### src/hw/rtl/stack_permutation_checker_core_defines.svh
// Assertion helpers for the siding checker, clocked on clock, held off in reset
`ifndef STACK_PERMUTATION_CHECKER_CORE_DEFINES_SVH
`define STACK_PERMUTATION_CHECKER_CORE_DEFINES_SVH

// Same-cycle implication
`define SPC_ASSERT_SAME(label, ante, cons) \
   label: assert property (@(posedge clock) disable iff (reset) (ante) |-> (cons)) \
      else $error("spc: same-cycle check failed");

// Next-cycle implication
`define SPC_ASSERT_NEXT(label, ante, cons) \
   label: assert property (@(posedge clock) disable iff (reset) (ante) |=> (cons)) \
      else $error("spc: next-cycle check failed");

`endif

### src/hw/rtl/spc_pkg.sv
package spc_pkg;

   // Largest train the siding is sized for
   localparam int MAX_CARS = 1024;

   // Width of the car field and the length register
   localparam int CAR_W = 11;

   // Siding address width
   localparam int ADDR_W = $clog2(MAX_CARS);

   // Counters must hold next_arrival up to MAX_CARS + 1 and any car number
   localparam int CNT_RAW_W = $clog2(MAX_CARS + 2);
   localparam int CNT_W = (CAR_W > CNT_RAW_W) ? CAR_W : CNT_RAW_W;

   // Register map: one register, selected by paddr bit 2
   localparam int CSR_ADDR_W = 3;
   localparam logic REG_TRAIN_LENGTH = 1'b0;

   // Siding memory access request
   typedef struct packed {
      logic              we;
      logic [ADDR_W-1:0] waddr;
      logic [CNT_W-1:0]  wdata;
      logic              re;
      logic [ADDR_W-1:0] raddr;
   } ram_req_type;

   // Controller status
   typedef struct packed {
      logic             busy;
      logic [CNT_W-1:0] depth;
   } ctrl_status_type;

endpackage

### src/hw/rtl/spc_ctrl.sv
module spc_ctrl (
   input  logic                          clock,
   input  logic                          reset,
   input  logic                          req_valid,
   input  logic [spc_pkg::CAR_W-1:0]     req_car,
   output logic                          req_ready,
   output logic                          rsp_valid,
   output logic                          rsp_possible,
   input  logic                          rsp_ready,
   input  logic [spc_pkg::CAR_W-1:0]     train_length,
   output spc_pkg::ram_req_type          ram_req,
   input  logic [spc_pkg::CNT_W-1:0]     ram_rdata,
   output spc_pkg::ctrl_status_type      status
);
   import spc_pkg::*;

   typedef enum logic [1:0] {
      ST_IDLE,
      ST_PUSH,
      ST_CHECK
   } state_type;

   state_type        state_ff, state_in;
   logic [CNT_W-1:0] car_ff, car_in;
   logic [CNT_W-1:0] next_arrival_ff, next_arrival_in;
   logic [CNT_W-1:0] depth_ff, depth_in;
   logic [CNT_W-1:0] position_ff, position_in;
   logic             failed_ff, failed_in;
   logic             rsp_valid_ff, rsp_valid_in;
   logic             rsp_possible_ff, rsp_possible_in;

   logic [CNT_W-1:0] len_x;
   logic [CNT_W-1:0] n_eff;
   logic [CNT_W-1:0] car_x;
   logic [CNT_W-1:0] depth_dec;
   logic             last;
   logic             accept;
   logic             finish;
   logic             finish_fail;

   // Effective train length, clamped to 1..MAX_CARS
   always_comb begin
      len_x = CNT_W'(train_length);
      if (len_x == '0) begin
         n_eff = CNT_W'(1);
      end else if (len_x > CNT_W'(MAX_CARS)) begin
         n_eff = CNT_W'(MAX_CARS);
      end else begin
         n_eff = len_x;
      end
   end

   assign car_x     = CNT_W'(req_car);
   assign depth_dec = depth_ff - CNT_W'(1);
   assign last      = (position_ff + CNT_W'(1)) >= n_eff;

   // A train's last item waits until the verdict register is free
   assign req_ready = (state_ff == ST_IDLE) && (!rsp_valid_ff || rsp_ready || !last);
   assign accept    = req_valid && req_ready;

   always_comb begin
      state_in        = state_ff;
      car_in          = car_ff;
      next_arrival_in = next_arrival_ff;
      depth_in        = depth_ff;
      position_in     = position_ff;
      failed_in       = failed_ff;
      rsp_valid_in    = rsp_valid_ff && !rsp_ready;
      rsp_possible_in = rsp_possible_ff;
      finish          = 1'b0;
      finish_fail     = failed_ff;
      ram_req         = '0;

      unique case (state_ff)
         ST_IDLE: begin
            if (accept) begin
               car_in = car_x;
               if (failed_ff) begin
                  finish = 1'b1;
               end else if (car_x == '0 || car_x > n_eff) begin
                  finish      = 1'b1;
                  finish_fail = 1'b1;
               end else if (next_arrival_ff <= car_x) begin
                  state_in = ST_PUSH;
               end else if (depth_ff == '0) begin
                  finish      = 1'b1;
                  finish_fail = 1'b1;
               end else begin
                  // wanted car is already parked: fetch the top
                  ram_req.re    = 1'b1;
                  ram_req.raddr = depth_dec[ADDR_W-1:0];
                  state_in      = ST_CHECK;
               end
            end
         end
         ST_PUSH: begin
            // park arrivals below the wanted car, one a cycle
            if (next_arrival_ff < car_ff) begin
               ram_req.we      = 1'b1;
               ram_req.waddr   = depth_ff[ADDR_W-1:0];
               ram_req.wdata   = next_arrival_ff;
               depth_in        = depth_ff + CNT_W'(1);
               next_arrival_in = next_arrival_ff + CNT_W'(1);
            end else begin
               // wanted car goes straight through: push and pop cancel
               next_arrival_in = car_ff + CNT_W'(1);
               finish          = 1'b1;
               state_in        = ST_IDLE;
            end
         end
         ST_CHECK: begin
            if (ram_rdata == car_ff) begin
               depth_in = depth_dec;
            end else begin
               finish_fail = 1'b1;
            end
            finish   = 1'b1;
            state_in = ST_IDLE;
         end
         default: begin
            state_in = ST_IDLE;
         end
      endcase

      // Position advance, verdict and train clear
      if (finish) begin
         if (last) begin
            rsp_valid_in    = 1'b1;
            rsp_possible_in = !finish_fail;
            next_arrival_in = CNT_W'(1);
            depth_in        = '0;
            position_in     = '0;
            failed_in       = 1'b0;
         end else begin
            position_in = position_ff + CNT_W'(1);
            failed_in   = finish_fail;
         end
      end
   end

   always_ff @(posedge clock) begin
      if (reset) begin
         state_ff        <= ST_IDLE;
         next_arrival_ff <= CNT_W'(1);
         depth_ff        <= '0;
         position_ff     <= '0;
         failed_ff       <= 1'b0;
         rsp_valid_ff    <= 1'b0;
      end else begin
         state_ff        <= state_in;
         next_arrival_ff <= next_arrival_in;
         depth_ff        <= depth_in;
         position_ff     <= position_in;
         failed_ff       <= failed_in;
         rsp_valid_ff    <= rsp_valid_in;
      end
      car_ff          <= car_in;
      rsp_possible_ff <= rsp_possible_in;
   end

   assign rsp_valid    = rsp_valid_ff;
   assign rsp_possible = rsp_possible_ff;
   assign status.busy  = (state_ff != ST_IDLE);
   assign status.depth = depth_ff;

endmodule

### config.mk
export PLATFORM = sky130hd
export DESIGN_NAME = spc_ctrl
export DESIGN_NICKNAME = d
export VERILOG_FILES = /design/src/hw/rtl/stack_permutation_checker_core_defines.svh /design/src/hw/rtl/spc_pkg.sv /design/src/hw/rtl/spc_ctrl.sv
export SDC_FILE = /design/constraint.sdc
export NUM_CORES = 1
export LEC_CHECK = 0
export ABC_AREA = 1
export BUFFER_PORTS_ARGS = -buffer_cell sky130_fd_sc_hd__buf_4
export CORE_MARGIN = 4
export CORE_UTILIZATION = 50
export DETAILED_ROUTE_END_ITERATION = 10
export PLACE_DENSITY = 0.82
export SLEW_MARGIN = 20
export SYNTH_ARGS = -nofsm -noshare
export SYNTH_HDL_FRONTEND = slang
export SYNTH_SLANG_ARGS = --single-unit
### constraint.sdc
create_clock -name clock -period 5.7 [get_ports clock]
set_input_delay 0.285 -clock clock [delete_from_list [all_inputs] [get_ports clock]]
set_output_delay 0.285 -clock clock [all_outputs]
set_load 0.02 [all_outputs]
==> flow_summary.toml <==
[synth]
mappedNetlistNets = 884
synth_largest_area_cell = "nand2_1"
synth_edf_count = 12
yosys_warnings = 0
post_synth_num_cell_types = 42
synthCells = 795
postSynthAreaPerCell_um2 = 6.32
yosysMostFrequentCell = "nand2_1"
synth.ff_latch_count = 49
post_synth_main_area_contributors = "nand2_1, dfxtp_1, ha_1, inv_1, nor2_1"
yosys_most_used_dff = "dfxtp_1"
synthesis.area_um2 = 5030
ys_top_cells_by_count = "nand2_1, inv_1, nor2_1"
yosys.area.top_type_share = 0.159
synth-seq-area-share = 0.219
synth_async_sr_flop_share = 0

[clock_network]
clk_pin_slew_ns = 0.10
cts_buffer_depth = 2
clock-sinks = 49
root_buffer = "clkbuf_8"
cts_made_buffers = 5
post_cts_resized = 0
cts_htree_levels = 2
clk_latency_ns = 0.31
hold_buffers = 0
postCtsSetupRepairBufs = 0
cts_tree = "yes"

[grt]
global_route_wire_length_before_repair_um = 22400
grt_antenna_before_repair = 0
first_global_vias = 4884
grtUsageTotal = 0.236
pin_count_of_the_biggest_net_entering_global_routing = 28
grt_remaining_overflow = 0

[timing]
setup_viol_count_final = 0
clock_period_minus_final_worst_setup_slack_ns = 4.32
rsz_0062_raised_after_global_routing = "false"
final_hold_viol_count = 0
worstMarginPinSlew_ns = 0.910
finalMaxSlewViolations = 0
setup-tns-final_ns = 0
slew_limit_headroom = 0.393
post-route-period-util = 0.758
max_freq_mhz = 231
timing.clock.skew_ns = 0.00737
least_setup_slack_across_all_paths_after_layout_ns = 1.38

[placement]
io_buffers = 84
detailed_place_hpwl_um = 10800
place_ws_ns = 1.58
globalplace.congestion = 0.937

[cells_and_area]
area_growth_pct = 15.6
finalNetCount = 959
drive_gt1_frac = 0.169
n_antenna_cell = 0

[drt]
routed_via_density = 5.13
drtAntennaViolNets = 0
routed_wire_length_per_instance_um = 13.5
detailedRoute.firstPassIterationCount = 5
routed-via-count = 5151
drt_first_iter_violations = 389
drc = 0
routed_wirelength_um = 13500

[worst_setup_path]
crit_path_top_delay_cell = "nor2_2"
setup.worst_path.class = "reg -> out"
first_element_of_the_critical_path = "position_ff[0]"
rr_endpoint = "position_ff[3]"
critical-path-max-stage-delay_ns = 0.52
worst_ep_required_time_ns = 5.41
critical_path.endpoint_type = "output port"
worst-endpoint-arrival_ns = 4.04
critPathLaunchType = "flop"
critical_register_to_register_path_startpoint = "position_ff[0]"
crit_fanout = 14
critical_path.endpoint = "ram_req[2]"
path_cells = "ha_1, nand3_1, nor3_1, nand3_1, nor2_1, xor2_1, ha_1, nand2_1, inv_1, nand2_1, nor2_1, nand2_1, nand2_1, o21ai_1, nand2_1, nor2_2, nand2_1, nor2_1, buf_4"
worst_r2r_path_depth = 21
reg2reg_setup_slack_ns = 1.54
timing.critical_path.mode_cell = "nand2_1"

[hold_path]
worst_hold_path_type = "in -> reg"
min_path_cells = 1

[power]
p_leak_nw = 3.14
power_density_nw_per_um2 = 391
ir_worst_vdd_mv = 0.197

[flow_run]
max-cap-violations = 0

[die]
fp.dieArea_um2 = 11700
die_width_um = 108
io_pins = 85
floorplan.rows = 36
core_um2 = 9770
start_util = 0.514
die-height_um = 108

[status]
run_status = "finished clean"
-- power by group --
| group | internal (mW) | total, mW | leakage, nW | switching (mW) |
|---|---|---|---|---|
| combinational | 0.514 | 1.46 | 2.67 | 0.949 |
| clock | 0.0988 | 0.228 | 0.0512 | 0.129 |
| sequential | 0.463 | 0.583 | 0.417 | 0.121 |
| total | 1.08 | 2.27 | 3.14 | 1.20 |
-- cells in the final DEF (no fill, tap or decap), types with 3 or more instances in the layout --
master / count
nand2_1: 213
inv_1: 129
nor2_1: 97
buf_4: 85
nand3_1: 58
ha_1: 52
dfxtp_1: 37
nand4_1: 26
a21oi_1: 25
o21ai_0: 20
xor2_1: 17
nor2_2: 14
edfxtp_1: 12
nand2_2: 10
o211ai_1: 10
nor3_1: 9
xnor2_1: 6
clkbuf_8: 6
inv_2: 5
nor2_4: 4
or2_2: 4
clkinv_1: 3
nand3_2: 3
nand3_4: 3
o21ai_2: 3
nor4_1: 3
-- worst min path at each step --
stage | startpoint | to
2_1_floorplan | reset | rsp_valid
3_3_place_gp | req_car[3] | car_ff[3]
3_5_place_dp | req_car[3] | car_ff[3]
4_1_cts | reset | rsp_valid
5_1_grt | req_car[3] | car_ff[3]
6_report | req_car[3] | car_ff[3]
-- sequential cells by signal (all words and copies together), names as in the netlist --
name,count
next_arrival_ff,11
rsp_possible,1
rsp_valid,1
car_ff,11
position_ff,11
state_ff,2
failed_ff,1
depth_ff,11
-- per-layer routing --
metal	routed length, um	part of all wire	vias to the layer above	track usage
met2	6480	0.48	153	0.407
met1	5980	0.44	2304	0.310
met4	261	0.019	0	0.0703
met5	0	0	-	0
met3	805	0.059	25	0.0275
li1	-	-	2669	-
-- metrics by stage --
stage | total power, mW | cell area (um^2) | hold WS, ns | util | cells
global route | 2.50 | 5810 | 0.162 | 0.594 | 1004
detailed placement | 2.04 | 5710 | 0.493 | 0.585 | 996
floorplan | 1.69 | 5030 | 0.347 | - | 795
finish | 2.27 | 5810 | 0.171 | 0.594 | 1004
global placement | 2.01 | 5710 | 0.494 | 0.585 | 996
CTS | 2.27 | 5810 | 0.162 | 0.594 | 1004
-- area by class of cell --
type                            instances  area (um^2)
Fill cell                             969         3960
Tap cell                              133          166
Clock buffer                            6         82.6
Clock inverter                          2         13.8
Timing Repair Buffer                   85          638
Sequential cell                        49         1100
Multi-Input combinational cell        591         3290
Inverter                              138          519
-- critical path, delay by kind of cell, from the launching register on --
kind / cells / cell delay, ns
fa+ha+maj: 2 / 0.47
xor+xnor: 1 / 0.21
buf+inv: 2 / 0.23
flops: 1 / 0.41
simple gates: 13 / 2.28
compound gates: 1 / 0.11
-- cells by family (layout without fill, tap and decap cells) --
kind of cell,Yosys count,after routing,synth area share
xor gates and xnor gates,23,23,0.0401
adders and majority gates,52,52,0.129
DFF,49,49,0.219
buffers and inverters,155,231,0.127
AOI/OAI and AO/OA,64,64,0.0754
and+or+nand+nor,452,452,0.409
(Power assumes the default switching activity.)
