**src/hw/rtl/stack_permutation_checker_core_defines.svh**
```systemverilog
// Assertion helpers for the siding checker, clocked on clock, held off in reset
`ifndef STACK_PERMUTATION_CHECKER_CORE_DEFINES_SVH
`define STACK_PERMUTATION_CHECKER_CORE_DEFINES_SVH

// Same-cycle implication
`define SPC_ASSERT_SAME(label, ante, cons) \
   label: assert property (@(posedge clock) disable iff (reset) (ante) |-> (cons)) \
      else $error("spc: same-cycle check failed");

// Next-cycle implication
`define SPC_ASSERT_NEXT(label, ante, cons) \
   label: assert property (@(posedge clock) disable iff (reset) (ante) |=> (cons)) \
      else $error("spc: next-cycle check failed");

`endif

```
**src/hw/rtl/spc_pkg.sv**
```systemverilog
package spc_pkg;

   // Largest train the siding is sized for
   localparam int MAX_CARS = 1024;

   // Width of the car field and the length register
   localparam int CAR_W = 11;

   // Siding address width
   localparam int ADDR_W = $clog2(MAX_CARS);

   // Counters must hold next_arrival up to MAX_CARS + 1 and any car number
   localparam int CNT_RAW_W = $clog2(MAX_CARS + 2);
   localparam int CNT_W = (CAR_W > CNT_RAW_W) ? CAR_W : CNT_RAW_W;

   // Register map: one register, selected by paddr bit 2
   localparam int CSR_ADDR_W = 3;
   localparam logic REG_TRAIN_LENGTH = 1'b0;

   // Siding memory access request
   typedef struct packed {
      logic              we;
      logic [ADDR_W-1:0] waddr;
      logic [CNT_W-1:0]  wdata;
      logic              re;
      logic [ADDR_W-1:0] raddr;
   } ram_req_type;

   // Controller status
   typedef struct packed {
      logic             busy;
      logic [CNT_W-1:0] depth;
   } ctrl_status_type;

endpackage

```
**src/hw/rtl/spc_csr.sv**
```systemverilog
module spc_csr (
   input  logic                           clock,
   input  logic                           reset,
   input  logic                           csr_psel,
   input  logic                           csr_penable,
   input  logic                           csr_pwrite,
   input  logic [spc_pkg::CSR_ADDR_W-1:0] csr_paddr,
   input  logic [31:0]                    csr_pwdata,
   output logic [31:0]                    csr_prdata,
   output logic                           csr_pready,
   output logic [spc_pkg::CAR_W-1:0]      train_length
);
   import spc_pkg::*;

   logic [CAR_W-1:0] train_length_ff;
   logic [CAR_W-1:0] train_length_in;
   logic             wr_hit;

   assign csr_pready = 1'b1;
   assign wr_hit = csr_psel && csr_penable && csr_pwrite &&
                   (csr_paddr[2] == REG_TRAIN_LENGTH);

   always_comb begin
      train_length_in = train_length_ff;
      if (wr_hit) begin
         train_length_in = csr_pwdata[CAR_W-1:0];
      end
   end

   always_ff @(posedge clock) begin
      if (reset) begin
         train_length_ff <= CAR_W'(1);
      end else begin
         train_length_ff <= train_length_in;
      end
   end

   // Read-back; unmapped addresses read as zero
   always_comb begin
      csr_prdata = 32'd0;
      if (csr_paddr[2] == REG_TRAIN_LENGTH) begin
         csr_prdata = 32'(train_length_ff);
      end
   end

   assign train_length = train_length_ff;

endmodule

```
**config.mk**
```make
export PLATFORM = sky130hd
export DESIGN_NAME = spc_csr
export DESIGN_NICKNAME = d
export VERILOG_FILES = /design/src/hw/rtl/stack_permutation_checker_core_defines.svh /design/src/hw/rtl/spc_pkg.sv /design/src/hw/rtl/spc_csr.sv
export SDC_FILE = /design/constraint.sdc
export NUM_CORES = 1
export LEC_CHECK = 0
export BUFFER_PORTS_ARGS = -buffer_cell sky130_fd_sc_hd__buf_2
export CAP_MARGIN = 20
export CORE_ASPECT_RATIO = 1.2
export CORE_UTILIZATION = 30
export CTS_CLUSTER_DIAMETER = 60
export DETAILED_ROUTE_END_ITERATION = 10
export PLACE_DENSITY = 0.74
export REMOVE_ABC_BUFFERS = 1
export SYNTH_ARGS = -nofsm -noshare
export SYNTH_HDL_FRONTEND = slang
export SYNTH_SLANG_ARGS = --single-unit
```
**constraint.sdc**
```tcl
create_clock -name clock -period 0.8 [get_ports clock]
set_input_delay 0.04 -clock clock [delete_from_list [all_inputs] [get_ports clock]]
set_output_delay 0.04 -clock clock [all_outputs]
set_load 0.01 [all_outputs]
```
==> impl_metrics.yaml, run 1 <==
outcome:
  status: "finished, violations left"
  violations: "negative setup slack"
clocking:
  clockBufferDepth: 2
  cts_tree: "done"
  cts.sinks: 11
  clk_latency_ns: 0.26
  clk_pin_slew_ns: 0.07
  root_buffer: "clkbuf_4"
  cts.htree.levels: 1
  cts_inserted_buffers: 3
timing:
  period_needed_ns: 0.900
  layout_setup_ws_ns: -0.0997
  hold_ws_ns: 0.0250
  hold_viol_final: 0
  slew_violations: 0
  fin_skew_ns: 0
  rsz0062_at_grt: "yes"
  fmax_ghz: 1.11
  finalCritPeriodShare: 1.12
  setup_viol: 15
worst_setup_path:
  required_ns: 0.76
  startpoint_type: "register"
  timing.rr.end: "train_length[9]"
  cp.arrival_ns: 0.86
  r2r.worst_path.cells: 4
  crit_path_max_fanout: 3
  cp-end-kind: "output port"
  worstSetupPathType: "register to output port"
  r2r-start: "train_length[9]"
  ff2ff_setup_slack_ns: 0.04
grt:
  antenna_found_initial: 0
  grt_max_degree: 23
  overflow: 0
  grt.total_usage: 0.112
  grt_pass1_vias: 538
  grt_pass1_wl_um: 2170
hold_path:
  hold_path_startpoint: "csr_pwdata[9]"
  min_to: "train_length[9]"
  hold_depth: 3
  holdCritPathClass: "primary input to register"
detailed_routing:
  wl_met1_um: 574
  dr_wl_met2_um: 782
  wl_met3_um: 101
  via_per_inst: 3.83
  highest_layer: "met3"
  dr.pass1.iters: 3
  num_vias: 617
  routed_wl_um: 1460
  ant_nets: 0
  drt_iter0_markers: 5
  post-route-drc-count: 0
  wl_per_cell_um: 9.05
power_and_ir_drop:
  p_switching_w: 0.000310
  power.density_mw_per_mm2: 1110
  power.leakage_nw: 0.523
  comb_power_share: 0.196
  p_int_w: 0.000861
  p_total_w: 0.00117
  p_clk_frac: 0.317
  p_sw_frac: 0.265
  power.share.sequential: 0.486
  irDropWorstVdd_mv: 0.537
synth:
  synth_top_cell_area_share: 0.293
  yosysSeqAreaShare: 0.293
  synthesis.area_um2: 752
  ys_types: 12
  synth_cells: 84
  synth-seq-cells: 11
  avgSynthCellArea_um2: 8.95
  synth_area_leader_cell: "dfxtp_1"
  synth_warnings: 0
  synthTopCellsByArea: "dfxtp_1 29%, buf_4 22%, nand2b_1 17%"
placement:
  placedCellCount: 148
  pre_cts_ws_ns: -0.141
  place_congestion: 0.582
  hpwlAfterDp_um: 1050
  port_buffers: 38
floorplanning:
  start_util: 0.323
  ios: 84
  placementRows: 19
  die_x_um: 47.7
  design.core.area_mm2: 0.00233
  die_area_mm2: 0.00271
  dieHeight_um: 56.8
layout:
  synthToLayoutAreaGrowth_pct: 39.8
  largest_reg_flops: 11
  layout_commonest_cell: "buf_2"
  drive_gt1_frac: 0.508
  most-common-layout-cells: "32 x buf_2, 22 x conb_1, 20 x nand2b_1, 12 x buf_6"
  finalCoreUtilization: 0.451
  fin_cells: 161
  diodes: 0
  nets: 171
run:
  maxCapViolCount: 0
synthesized netlist by cell type:
| cell | count |
|---|---|
| and2b_1 | 1 |
| and4b_4 | 1 |
| buf_12 | 1 |
| buf_2 | 1 |
| buf_4 | 22 |
| clkbuf_1 | 2 |
| conb_1 | 2 |
| dfxtp_1 | 11 |
| mux2i_1 | 11 |
| nand2b_1 | 20 |
| nor2_1 | 2 |
| nor2b_1 | 10 |
per-stage QoR:
stage | area (um^2) | TNS (ns)
3_3_place_gp | 866 | -0.912
5_1_grt | 1050 | -1.79
3_5_place_dp | 866 | -1.12
6_report | 1050 | -1.07
2_1_floorplan | 629 | 0
4_1_cts | 987 | -1.24
logic make-up after synthesis:
group / count (synthesis) / share of synthesized area
AND/OR/NAND/NOR: 34 / 0.288
flip-flops: 11 / 0.293
multiplexers: 11 / 0.146
buffers and inverters: 26 / 0.263
other: 2 / 0.00999
area by class of cell:
type,instances,area [um^2]
Timing Repair Buffer,48,325
Sequential cell,11,234
Tap cell,31,38.8
Multi-Input combinational cell,67,427
Fill cell,244,1280
Clock buffer,4,26.3
worst max-delay path by stage:
| stage | from | endpoint | depth (start not counted) |
|---|---|---|---|
| 4_1_cts | train_length[4] | csr_prdata[4] | 2 |
| 5_1_grt | train_length[6] | csr_prdata[6] | 2 |
| 6_report | train_length[0] | csr_prdata[0] | 2 |
| 3_3_place_gp | csr_paddr[2] | train_length[2] | 3 |
| 3_5_place_dp | csr_paddr[2] | train_length[6] | 3 |
| 2_1_floorplan | csr_paddr[2] | train_length[0] | 2 |
power by group through the flow:
stage          Clock (W)  Sequential (W)  Combinational, W
6_report        0.000371        0.000570          0.000230
2_1_floorplan          0        0.000585          0.000106
4_1_cts         0.000384        0.000569          0.000217
3_5_place_dp           0        0.000580          0.000198
5_1_grt         0.000419        0.000571          0.000258
3_3_place_gp           0        0.000579          0.000195
critical path, stage by stage (launching register included):
cell	delay (ns)
dfxtp_2	0.33
nor2b_2	0.14
buf_2	0.13
metal layers:
layer	vias to the layer above	global-route usage
met5	-	0
met4	0	0.0476
met3	0	0.0386
met2	30	0.180
met1	278	0.130
li1	309	-
what timing repair did:
item | 4_1_cts | 5_1_grt
endpoints found under the hold margin | 0 | 0
pin swaps | 0 | 0
hold buffers | 0 | 0
resized for setup | 18 | 8
setup endpoints to repair | 13 | 18
setup buffers | 6 | 3
Note: power is estimated with default switching activity, not from simulation.
==> inputs of run 2 (changes only) <==
--- a/config.mk
+++ b/config.mk
@@ -5,6 +5,7 @@
 export SDC_FILE = /design/constraint.sdc
 export NUM_CORES = 1
 export LEC_CHECK = 0
+export ABC_AREA = 1
 export BUFFER_PORTS_ARGS = -buffer_cell sky130_fd_sc_hd__buf_2
 export CAP_MARGIN = 20
 export CORE_ASPECT_RATIO = 1.2
==> impl_metrics.yaml, run 2 <==
detailed_routing:
  dr.pass1.iters: 3
  wl_per_cell_um: 7.62
  drt_iter0_markers: 4
  post-route-drc-count: 0
  via_per_inst: 3.63
  ant_nets: 0
  num_vias: 730
  routed_wl_um: 1530
floorplanning:
  ios: 84
  die_area_mm2: 0.00268
  design.core.area_mm2: 0.00231
  start_util: 0.322
  placementRows: 19
  dieHeight_um: 56.5
  die_x_um: 47.4
synth:
  synth_warnings: 0
  ys_types: 13
  synth_area_leader_cell: "dfxtp_1"
  synth_top_cell_area_share: 0.296
  synth-edff-count: 0
  synth_most_common_cell: "nor2_1"
  async_reset_ff_frac: 0
  synth_common_cells: "31 x nor2_1, 23 x buf_4, 23 x inv_1"
  ys.flop_type: "dfxtp_1"
  synthTopCellsByArea: "dfxtp_1 30%, buf_4 23%, nor2_1 16%"
  yosysSeqAreaShare: 0.296
  synthesis.area_um2: 743
  synth-seq-cells: 11
  avgSynthCellArea_um2: 6.14
  synth_cells: 121
layout:
  largest_reg_flops: 11
  drive_gt1_frac: 0.453
  layout_commonest_cell: "buf_2"
  fillers: 260
  seqCellArea_um2: 236
  synthToLayoutAreaGrowth_pct: 39.6
  nets: 211
  diodes: 0
  multi_input_area_um2: 328
  most-common-layout-cells: "33 x buf_2, 29 x nor2_1, 22 x conb_1, 16 x inv_1, 12 x nand2_1"
power_and_ir_drop:
  power.leakage_nw: 0.617
  irDropWorstVdd_mv: 0.779
  p_total_w: 0.00125
  power.density_mw_per_mm2: 1200
worst_setup_path:
  startpoint_type: "register"
  worstSetupPathType: "register to output port"
  cp.arrival_ns: 0.86
  cp-end-kind: "output port"
  required_ns: 0.76
  crit_path_max_fanout: 3
run:
  maxCapViolCount: 0
outcome:
  violations: "negative setup slack"
  status: "finished, violations left"
placement:
  port_buffers: 38
  pre_cts_ws_ns: 0.0498
  hpwlAfterDp_um: 1220
  place_congestion: 0.672
grt:
  antenna_found_initial: 0
  grt.total_usage: 0.129
  grt_pass1_wl_um: 2560
  grt_max_degree: 12
  overflow: 0
  grt_pass1_vias: 627
timing:
  fin_skew_ns: 0
  hold_viol_final: 0
  setup_viol: 11
  layout_setup_ws_ns: -0.101
  slew_violations: 0
  period_needed_ns: 0.901
  tns_ns: -0.876
  rsz0062_at_grt: "yes"
  fmax_ghz: 1.11
  finalCritPeriodShare: 1.13
clocking:
  cts.htree.levels: 1
  clk_pin_slew_ns: 0.07
  clockBufferDepth: 2
  cts.sinks: 11
  cts_inserted_buffers: 3
  cts_tree: "done"
  root_buffer: "clkbuf_4"
  clk_latency_ns: 0.26
hold_path:
  holdCritPathClass: "primary input to register"
==> run 2: power by group <==
group / switching, W / internal (W) / leakage, nW
registers: 0.0000170 / 0.000568 / 0.0939
logic: 0.000168 / 0.000121 / 0.508
clock network: 0.000181 / 0.000193 / 0.0150
total: 0.000366 / 0.000882 / 0.617
==> run 2: worst max-delay path, stage by stage, from the launching register on <==
cell     delay (ns)
dfxtp_2        0.35
inv_2          0.03
nor2_2         0.09
buf_2          0.13
==> run 2: cell type report <==
class,count,area share
Clock buffer,4,0.0253
Inverter,25,0.0905
Sequential cell,11,0.228
Multi-Input combinational cell,80,0.316
Tap cell,31,0.0374
Timing Repair Buffer,50,0.303
==> run 2: timing repair <==
item	4_1_cts	5_1_grt
setup buffers	0	4
endpoints found under the setup margin	19	21
endpoints found under the hold margin	1	0
pin swaps	1	3
hold buffers	1	0
gates resized for setup	12	14
==> run 2: stage by stage <==
stage                      util  cells  area [um^2]  hold WS, ns
after floorplan               -    116          637        0.128
after CTS                 0.420    197          968       0.0761
after global placement    0.398    192          918        0.254
after global routing      0.450    201         1040        0.113
after detailed placement  0.398    192          918        0.263
final                     0.450    201         1040       0.0810
==> run 2: kinds of logic after synthesis <==
logic type	synth area share
AOI/OAI and AO/OA	0.00673
buffers and inverters	0.370
and+or+nand+nor	0.316
DFF	0.296
other	0.0101
==> run 2: metal layers <==
layer / up-vias / part of all wire / global-route usage
li1: 399 / - / -
met2: 36 / 0.52 / 0.219
met1: 295 / 0.42 / 0.152
met3: 0 / 0.065 / 0.0225
met4: 0 / 0 / 0.0490
met5: - / 0 / 0
==> run 2: final timing paths <==
path | depth (start not counted) | end | startpoint | slack [ns]
max | 3 | csr_prdata[7] | train_length[7] | -0.10
min reg2reg | 2 | train_length[2] | train_length[2] | 0.50
max reg2reg | 3 | train_length[3] | train_length[3] | 0.10
min | 5 | train_length[2] | csr_pwdata[2] | 0.08
==> inputs of run 3 (changes only) <==
--- a/config.mk
+++ b/config.mk
@@ -9,11 +9,12 @@
 export BUFFER_PORTS_ARGS = -buffer_cell sky130_fd_sc_hd__buf_2
 export CAP_MARGIN = 20
 export CORE_ASPECT_RATIO = 1.2
-export CORE_UTILIZATION = 30
+export CORE_UTILIZATION = 35
 export CTS_CLUSTER_DIAMETER = 60
 export DETAILED_ROUTE_END_ITERATION = 10
-export PLACE_DENSITY = 0.74
+export PLACE_DENSITY = 0.82
 export REMOVE_ABC_BUFFERS = 1
 export SYNTH_ARGS = -nofsm -noshare
 export SYNTH_HDL_FRONTEND = slang
 export SYNTH_SLANG_ARGS = --single-unit
+export TNS_END_PERCENT = 5
==> constraint.sdc (replaced) <==
create_clock -name clock -period 1.15 [get_ports clock]
set_input_delay 0.0575 -clock clock [delete_from_list [all_inputs] [get_ports clock]]
set_output_delay 0.0575 -clock clock [all_outputs]
set_load 0.01 [all_outputs]
==> impl_metrics.yaml, run 3 (same netlist as run 2, synthesis figures left out) <==
timing:
  fin_skew_ns: 0
  slew_violations: 0
  period_needed_ns: 0.959
  fmax_ghz: 1.04
  hold_viol_final: 0
  setup_viol: 0
  finalCritPeriodShare: 0.834
  rsz0062_at_grt: "no"
  tns_ns: 0
detailed_routing:
  dr.pass1.iters: 8
  drt_iter0_markers: 13
  ant_nets: 0
  routed_wl_um: 1290
  via_per_inst: 3.85
  wl_per_cell_um: 7.22
  num_vias: 686
  post-route-drc-count: 0
clocking:
  cts.sinks: 11
  cts_inserted_buffers: 3
  post-cts-setup-buffers: 0
  cts_tree: "done"
  clockBufferDepth: 2
  post_cts_resize_count: 0
  root_buffer: "clkbuf_4"
  cts_hold_buf: 0
  clk_latency_ns: 0.26
  clk_pin_slew_ns: 0.07
  cts.htree.levels: 1
floorplanning:
  placementRows: 17
  die_area_mm2: 0.00231
  dieHeight_um: 52.5
  ios: 84
  start_util: 0.388
  design.core.area_mm2: 0.00191
  die_x_um: 44.1
worst_setup_path:
  cp.arrival_ns: 0.90
  cp.depth: 3
  cpLargestDelayFamily: "flip-flops"
  startpoint_type: "register"
  cp-end-kind: "output port"
  required_ns: 1.09
  path_cells: "inv_1 -> nor2_1 -> buf_2"
  cp_slowest_cell: "dfxtp_1"
  critPathBufInv: 2
  crit_path_max_fanout: 3
  r2r.worst_path.cells: 2
  worstSetupPathType: "register to output port"
  max_stage_delay_ns: 0.35
grt:
  grt_max_degree: 12
  grt_pass1_wl_um: 1990
  grt_pass1_vias: 499
  antenna_found_initial: 0
  overflow: 0
  grt.total_usage: 0.118
layout:
  nets: 200
  layout_commonest_cell: "buf_2"
  most-common-layout-cells: "38 x buf_2, 31 x nor2_1, 23 x inv_1, 22 x conb_1, 12 x nand2_1"
  drive_gt1_frac: 0.296
  fillers: 213
  synthToLayoutAreaGrowth_pct: 19.0
  diodes: 0
  largest_reg_flops: 11
  postLayoutCellArea_um2: 885
placement:
  port_buffers: 38
  place_congestion: 0.654
  place_area_um2: 858
  hpwlAfterDp_um: 1030
power_and_ir_drop:
  power.density_mw_per_mm2: 930
  power.leakage_nw: 0.553
  irDropWorstVdd_mv: 0.533
run:
  maxCapViolCount: 0
hold_path:
  hold_depth: 3
  holdCritPathClass: "primary input to register"
outcome:
  status: "finished, final reports clean"
-- run 3: power breakdown --
group          switching (W)  leakage (nW)  internal [W]
Clock               0.000118        0.0150      0.000134
Sequential        0.00000875        0.0894      0.000394
Combinational       0.000109         0.449     0.0000592
-- run 3: worst paths after layout --
| check | from | slack, ns | endpoint |
|---|---|---|---|
| max reg2reg | train_length[0] | 0.55 | train_length[0] |
| min | csr_pwdata[0] | 0.02 | train_length[0] |
| max | train_length[8] | 0.19 | csr_prdata[8] |
| min reg2reg | train_length[6] | 0.50 | train_length[6] |
-- run 3: stage by stage --
stage | utilization | std cells | power, W | setup slack (ns) | hold slack, ns
after floorplan | - | 116 | 0.000514 | 0.508 | 0.163
after global placement | 0.448 | 174 | 0.000579 | 0.255 | 0.271
after detailed placement | 0.448 | 174 | 0.000581 | 0.215 | 0.289
after CTS | 0.462 | 178 | 0.000840 | 0.164 | 0.00989
after global routing | 0.462 | 178 | 0.000880 | 0.0871 | 0.0218
final | 0.462 | 178 | 0.000823 | 0.191 | 0.0229
-- run 3: metal layers --
metal  global-route usage  vias to the layer above  share of wire
met2                0.211                       35           0.52
li1                     -                      379              -
met3               0.0310                        2          0.064
met5                    0                        -              0
met1                0.125                      270           0.41
met4               0.0606                        0         0.0031
-- run 3: worst min-delay path: stages --
cell     delay [ns]
buf_2          0.07
nand2_1        0.05
nand3_1        0.07
-- run 3: layout make-up --
cell class,count,area (um^2),share of cell area
clock buffer,4,26.3,0.0297
sequential,11,220,0.249
inverter,25,93.8,0.106
tap,19,23.8,0.0269
multi-input combinational,80,323,0.365
timing repair buffer,39,198,0.223
